[src/cpcr_pkg.sv]
// Shared types, constants and helpers for the circle pair collision resolver.
`default_nettype none

package cpcr_pkg;

    // Quotient and root bits produced by the bit-per-stage square root and dividers.
    localparam int STEPS = 31;
    // Front stages (input, difference, squares, overlap test), square root,
    // normal setup, normal division and the seven tail stages.
    localparam int LAT = 4 + STEPS + 1 + STEPS + 7;

    localparam logic [30:0] ONE30 = 31'h4000_0000;
    localparam logic [16:0] RESTITUTION_RST = 17'd65536;
    localparam logic [16:0] RESTITUTION_MAX = 17'd65536;

    // Register byte addresses on the configuration port.
    localparam logic [2:0] ADDR_RESTITUTION = 3'd0;

    typedef struct packed {
        logic signed [31:0] apx;
        logic signed [31:0] apy;
        logic signed [31:0] avx;
        logic signed [31:0] avy;
        logic signed [31:0] bpx;
        logic signed [31:0] bpy;
        logic signed [31:0] bvx;
        logic signed [31:0] bvy;
    } kin_t;

    typedef struct packed {
        kin_t        kin;
        logic [30:0] ad;
        logic [30:0] am;
        logic [30:0] bd;
        logic [30:0] bm;
    } in_t;

    typedef struct packed {
        kin_t               kin;
        logic [31:0]        sx;
        logic               dx_neg;
        logic               dy_neg;
        logic [30:0]        adx;
        logic [30:0]        ady;
        logic [30:0]        bm;
        logic [31:0]        msum;
        logic signed [32:0] rvx;
        logic signed [32:0] rvy;
        logic               pre;
        logic               zero;
    } fr_t;

    typedef struct packed {
        kin_t               kin;
        logic [31:0]        sx;
        logic               dx_neg;
        logic               dy_neg;
        logic [30:0]        adx;
        logic [30:0]        ady;
        logic signed [32:0] rvx;
        logic signed [32:0] rvy;
        logic               hit;
        logic               coin;
    } sq_ctx_t;

    typedef struct packed {
        kin_t               kin;
        logic signed [32:0] rvx;
        logic signed [32:0] rvy;
        logic               dx_neg;
        logic               dy_neg;
        logic               hit;
        logic               coin;
        logic [31:0]        p2;
        logic [30:0]        wa;
        logic [30:0]        wb;
    } dv_ctx_t;

    typedef struct packed {
        kin_t               kin;
        logic signed [32:0] rvx;
        logic signed [32:0] rvy;
        logic               hit;
        logic               coin;
        logic [30:0]        wa;
        logic [30:0]        wb;
        logic signed [31:0] nx;
        logic signed [31:0] ny;
        logic               sep;
        logic signed [31:0] pax;
        logic signed [31:0] pay;
        logic signed [31:0] pbx;
        logic signed [31:0] pby;
    } tail_t;

    typedef struct packed {
        logic [2:0]   user;
        logic [255:0] data;
    } out_t;

    function automatic logic signed [31:0] sat32(input logic signed [39:0] v);
        logic signed [31:0] r;
        if (v > 40'sd2147483647)
            r = 32'sh7FFF_FFFF;
        else if (v < -40'sd2147483648)
            r = 32'sh8000_0000;
        else
            r = v[31:0];
        return r;
    endfunction

    function automatic logic [30:0] mag31(input logic signed [31:0] v);
        logic [31:0] m;
        m = v[31] ? 32'(-v) : 32'(v);
        return m[30:0];
    endfunction

endpackage

`default_nettype wire

[src/cpcr_sqrt_pipe.sv]
// Pipelined integer square root, one result bit per stage.
`default_nettype none

module cpcr_sqrt_pipe (
    input  wire logic        clk,
    input  wire logic        adv,
    input  wire logic [61:0] radicand,
    output logic      [30:0] root
);
    import cpcr_pkg::*;

    logic [61:0] v_in   [STEPS];
    logic [61:0] r_in   [STEPS];
    logic [61:0] v_next [STEPS];
    logic [61:0] r_next [STEPS];
    logic [61:0] v_reg  [STEPS];
    logic [61:0] r_reg  [STEPS];

    genvar j;
    for (j = 0; j < STEPS; j++)
    begin : g_st
        localparam int SH = 2 * (STEPS - 1 - j);
        localparam logic [61:0] BITV = 62'(1) << SH;

        if (j == 0)
        begin : g_first
            assign v_in[j] = radicand;
            assign r_in[j] = '0;
        end
        else
        begin : g_rest
            assign v_in[j] = v_reg[j-1];
            assign r_in[j] = r_reg[j-1];
        end

        always_comb
        begin
            logic [61:0] trial;
            trial = r_in[j] + BITV;
            if (v_in[j] >= trial)
            begin
                v_next[j] = v_in[j] - trial;
                r_next[j] = (r_in[j] >> 1) + BITV;
            end
            else
            begin
                v_next[j] = v_in[j];
                r_next[j] = r_in[j] >> 1;
            end
        end

        always_ff @(posedge clk)
        begin
            if (adv)
            begin
                v_reg[j] <= v_next[j];
                r_reg[j] <= r_next[j];
            end
        end
    end

    assign root = r_reg[STEPS-1][30:0];

endmodule

`default_nettype wire

[config.mk]
export PLATFORM = sky130hd
export DESIGN_NAME = cpcr_sqrt_pipe
export DESIGN_NICKNAME = d
export VERILOG_FILES = /design/src/cpcr_pkg.sv /design/src/cpcr_sqrt_pipe.sv
export SDC_FILE = /design/constraint.sdc
export NUM_CORES = 2
export LEC_CHECK = 0
export BUFFER_PORTS_ARGS = -buffer_cell sky130_fd_sc_hd__clkbuf_2
export CORE_ASPECT_RATIO = 0.5
export CORE_UTILIZATION = 45
export CTS_CLUSTER_DIAMETER = 60
export DETAILED_ROUTE_END_ITERATION = 10
export SLEW_MARGIN = 25
export SYNTH_ARGS = -nofsm -noshare
export SYNTH_HDL_FRONTEND = slang
export SYNTH_SLANG_ARGS = --single-unit
export TNS_END_PERCENT = 100
[constraint.sdc]
create_clock -name clk -period 4.3 [get_ports clk]
set_input_delay 0.645 -clock clk [delete_from_list [all_inputs] [get_ports clk]]
set_output_delay 0.645 -clock clk [all_outputs]
set_load 0.01 [all_outputs]
# Word level (Yosys, flattened, before mapping)
# Memory sizes are Yosys's and may differ from the RTL's.
# Cells that the tools add are included.
# op_classes
addsub,91
magnitude_cmp,31
muxes,64
# op_table
operator,count
$mux 62,61
$ge 62x62->1,30
$sub 62x62->62,30
$add 61x1->62 const B,1
$add 61x11->62 const B,1
$add 61x13->62 const B,1
$add 61x15->62 const B,1
$add 61x17->62 const B,1
$add 61x19->62 const B,1
$add 61x21->62 const B,1
$add 61x23->62 const B,1
$add 61x25->62 const B,1
$add 61x27->62 const B,1
$add 61x29->62 const B,1
$add 61x3->62 const B,1
$add 61x31->62 const B,1
$add 61x33->62 const B,1
$add 61x35->62 const B,1
$add 61x37->62 const B,1
$add 61x39->62 const B,1
$add 61x41->62 const B,1
$add 61x43->62 const B,1
$add 61x45->62 const B,1
$add 61x47->62 const B,1
other kinds (43),44
# word_totals
regBits,0
mem_bits_rw,3844
in_bits,64
out_inout_bits,31
word_cells,188
n_memories,2
# memory_table
memory,depth,width,rd,rd_clocked_by_memory_dff,write_ports,line_no,text
r_reg,31,62,31,0,31,cpcr_sqrt_pipe.sv:17,logic [61:0] r_reg [STEPS];
v_reg,31,62,30,0,31,cpcr_sqrt_pipe.sv:16,logic [61:0] v_reg [STEPS];

# Depth between registers and ports, before layout
# An unclocked memory read counts as a cell.
# depth
depth_word,4
depth_mapped,14
mapped_depth_nobuf,12

# Worst setup path after synthesis
# Ideal clock, no wire load.
# synth_path
path_kind,register to register
startpoint,memory v_reg[22][46] (netlist: v_reg[1][418])
endpoint,"memory v_reg[23][44] (netlist: v_reg[1][478]), data pin"
setup_ns,0.259
arrival_ns,3.708
t_required_ns,4.041
setup_slack_ns,0.333
path_stages_with_launch,11
n_path_buf,1
synth_period_minus_slack_ns,3.967
path_cell_list,edfxtp_1 -> or4_4 -> nor4_4 -> or4b_1 -> or4_1 -> and4_1 -> o31a_1 -> buf_6 -> or3_4 -> or4b_4 -> xnor2_2
# synth_lines
element,line_no
from (decl),cpcr_sqrt_pipe.sv:16

==> results.toml <==
[sta]
worstMarginPinSlew_ns = 0.928
slew_headroom_pct = 36.5
fin_skew_ns = 0.121
holdWs_ns = 0.147
fmax_mhz = 248
tns_ns = 0
rsz0062_at_grt = "no"
setup_viol = 0
fin_crit_ns = 4.03
drv_slew = 0
post-route-period-util_pct = 93.8
hold_violations = 0

[cells_and_area]
instances_no_fill = 12900
largest_reg_flops = 1860
drive_above_1_share_pct = 7.50
layout_commonest_cell = "edfxtp_1"
layout.nets = 9950
most-common-layout-cells = "2356 x edfxtp_1, 631 x inv_1, 626 x nor2_1"
final.fill_count = 21400
diodes = 0
fin_area_mm2 = 0.126
area_growth_pct = 11.3

[hold_path]
holdPathEnd = "v_reg[0][60]"
min-delay-start = "radicand[60]"
holdPathStages = 3
hold_path.class = "in2reg"

[detailed_routing]
vias = 68500
drt_iter0_drc = 4084
post-route-drc-count = 0
drtPass1Iterations = 6
ant_nets = 0
routed_wirelength_um = 234000
wl_per_cell_um = 18.2
viasPerCell = 5.32

[place]
dp_cells = 12400
placed_cell_area_mm2 = 0.118
place_congestion = 0.887
place_hpwl_um = 175000
portBuffers = 94

[floorplanning]
initial_utilization_pct = 45.5
die_y_um = 356
ios = 95
die_area_mm2 = 0.253
die_w_um = 710
placementRows = 129
coreArea_mm2 = 0.248

[clock_tree]
cts_tree = "done"
clk_pin_slew_ns = 0.07
clk_latency_ns = 0.92
clock_sinks = 2356
cts_max_path_buffers = 4
root_buffer = "clkbuf_16"
numCtsBuffers = 215
htreeDepth = 4
cts_setup_buffers = 0

[critical_path]
cp_cell_sequence = "or4_4 > nor4_4 > or4b_1 > or4_1 > and4_1 > o31a_1 > buf_4 > inv_2 > nand2_1 > or4_1 > xnor2_1"
cp_slowest_cell = "or4_4"
critical_path_class = "reg2reg"
cpMostUsedCell = "or4_1"
crit_path_start_kind = "flop"
r2r-end = "v_reg[1][475]"
critPathArrivalTime_ns = 4.62
cp-startpoint = "v_reg[1][418]"
rr_worst_depth = 11
rrSetupSlack_ns = 0.27
r2r_start = "v_reg[1][418]"
critPathMaxFanout = 8
endpoint_kind = "flop"
cpPeakStageDelay_ns = 0.61
critPathRequiredTime_ns = 4.88

[global_routing]
grt_pass1_wl_um = 364000
grt_max_degree = 151
grt_pass1_vias = 70100
grt_use_total_pct = 18.1
overflow = 0
antenna_found_initial = 0

[synthesis]
synth-edff-count = 2356
syn_nets = 9591
ys_warn_count = 0
seq_area_frac_synth_pct = 62.7
synthDistinctLibCells = 84
ys_ff_latch = 2356
synth_top_area_share_pct = 62.7
synth_top_cell_by_area = "edfxtp_1"
ys.flop_type = "edfxtp_1"
netlist_area_mm2 = 0.113
synth_cells = 9002
async_reset_ff_share_pct = 0
synth_area_leaders = "edfxtp_1 63%, ha_1 5.8%, xnor2_1 3.3%"
avgSynthCellArea_um2 = 12.5

[status]
outcome = "finished, final reports clean"

[power]
vdd_drop_max_mv = 0.366
p_sw_mw = 18.5
comb_power_share_pct = 22.1
p_seq_share_pct = 49.2
leakage_nw = 46.8
swShare_pct = 29.1
power_mw = 63.4
pwr-share-clk_pct = 28.7
intPower_mw = 45.0
cellPowerDensity_mw_per_mm2 = 505

[flow_run]
drv_cap = 0
[power groups by stage]
stage / sequential, mW / clock, mW / combinational (mW)
global placement: 31.6 / 0 / 13.8
finish: 31.2 / 18.2 / 14.0
CTS: 31.2 / 18.7 / 14.0
global route: 31.5 / 19.6 / 15.5
floorplan: 30.9 / 0 / 10.3
detailed placement: 31.7 / 0 / 13.9
[stage by stage]
step                setup WS [ns]  utilization (%)
floorplan                   0.333                -
global placement            0.113             47.7
detailed placement         0.0912             47.7
CTS                        0.0735             50.6
global route               0.0748             50.6
finish                      0.267             50.6
[cells in the mapped netlist (all sizes together), types with 25 or more instances]
master,instances
and2,25
o21ai,441
nand2b,108
or2,40
edfxtp,2356
a21oi,560
nor3,240
o21a,96
nor2b,71
nand3,149
nor4,324
clkbuf,169
a31oi,36
a211oi,59
a21o,230
nand4,155
ha,525
and3,38
nand3b,26
xor2,398
o21bai,52
nor4b,45
nor2,627
nand2,564
or4,87
xnor2,429
o31ai,43
inv,635
mux2,58
or3,92
[critical path: cells and delay by family, from the launching register on]
family / cells / cell delay, ns
AO/OA/AOI/OAI: 1 / 0.13
XOR/XNOR: 1 / 0.15
buffers and inverters: 2 / 0.28
flip-flops: 1 / 0.46
AND/OR/NAND/NOR: 7 / 2.78
[worst max-delay path by stage]
stage / end / slack (ns) / depth (start not counted)
2_1_floorplan: v_reg[1][478] / 0.33 / 10
3_3_place_gp: v_reg[1][728] / 0.11 / 12
3_5_place_dp: v_reg[1][728] / 0.09 / 12
4_1_cts: v_reg[1][728] / 0.07 / 12
5_1_grt: v_reg[1][773] / 0.07 / 10
6_report: v_reg[1][475] / 0.27 / 11
[layer usage]
| layer | GRT usage [%] | part of all wire (%) | up-vias |
|---|---|---|---|
| met5 | 0 | 0 | - |
| met4 | 10.7 | 6.6 | 0 |
| met3 | 2.47 | 3.1 | 619 |
| met2 | 35.0 | 52 | 1348 |
| met1 | 18.6 | 38 | 32100 |
| li1 | - | - | 34400 |
[cell families (layout without fill, tap and decap cells)]
| family | after synthesis | in the layout | synth area share (%) |
|---|---|---|---|
| AND/OR/NAND/NOR | 2683 | 2683 | 12.3 |
| AO/OA/AOI/OAI | 1721 | 1721 | 9.37 |
| multiplexers | 69 | 69 | 0.676 |
| XOR/XNOR | 827 | 827 | 6.43 |
| buffers and inverters | 821 | 1344 | 2.74 |
| flip-flops | 2356 | 2356 | 62.7 |
| adder cells (fa/ha/maj) | 525 | 525 | 5.82 |
[layout make-up]
class | instances | area [µm²] | share of cell area (%)
sequential | 2356 | 70700 | 56.4
timing repair buffer | 328 | 2630 | 2.10
clock inverter | 118 | 856 | 0.682
tap | 3340 | 4180 | 3.33
inverter | 635 | 2380 | 1.90
clock buffer | 263 | 5600 | 4.46
multi-input combinational | 5825 | 39100 | 31.2
[what timing repair did]
action | CTS | global route
hold buffers | 60 | 0
setup endpoints to repair | 0 | 10
hold endpoints to repair | 60 | 0
gates resized for setup | 0 | 4
Note: power is estimated with default switching activity, not from simulation.
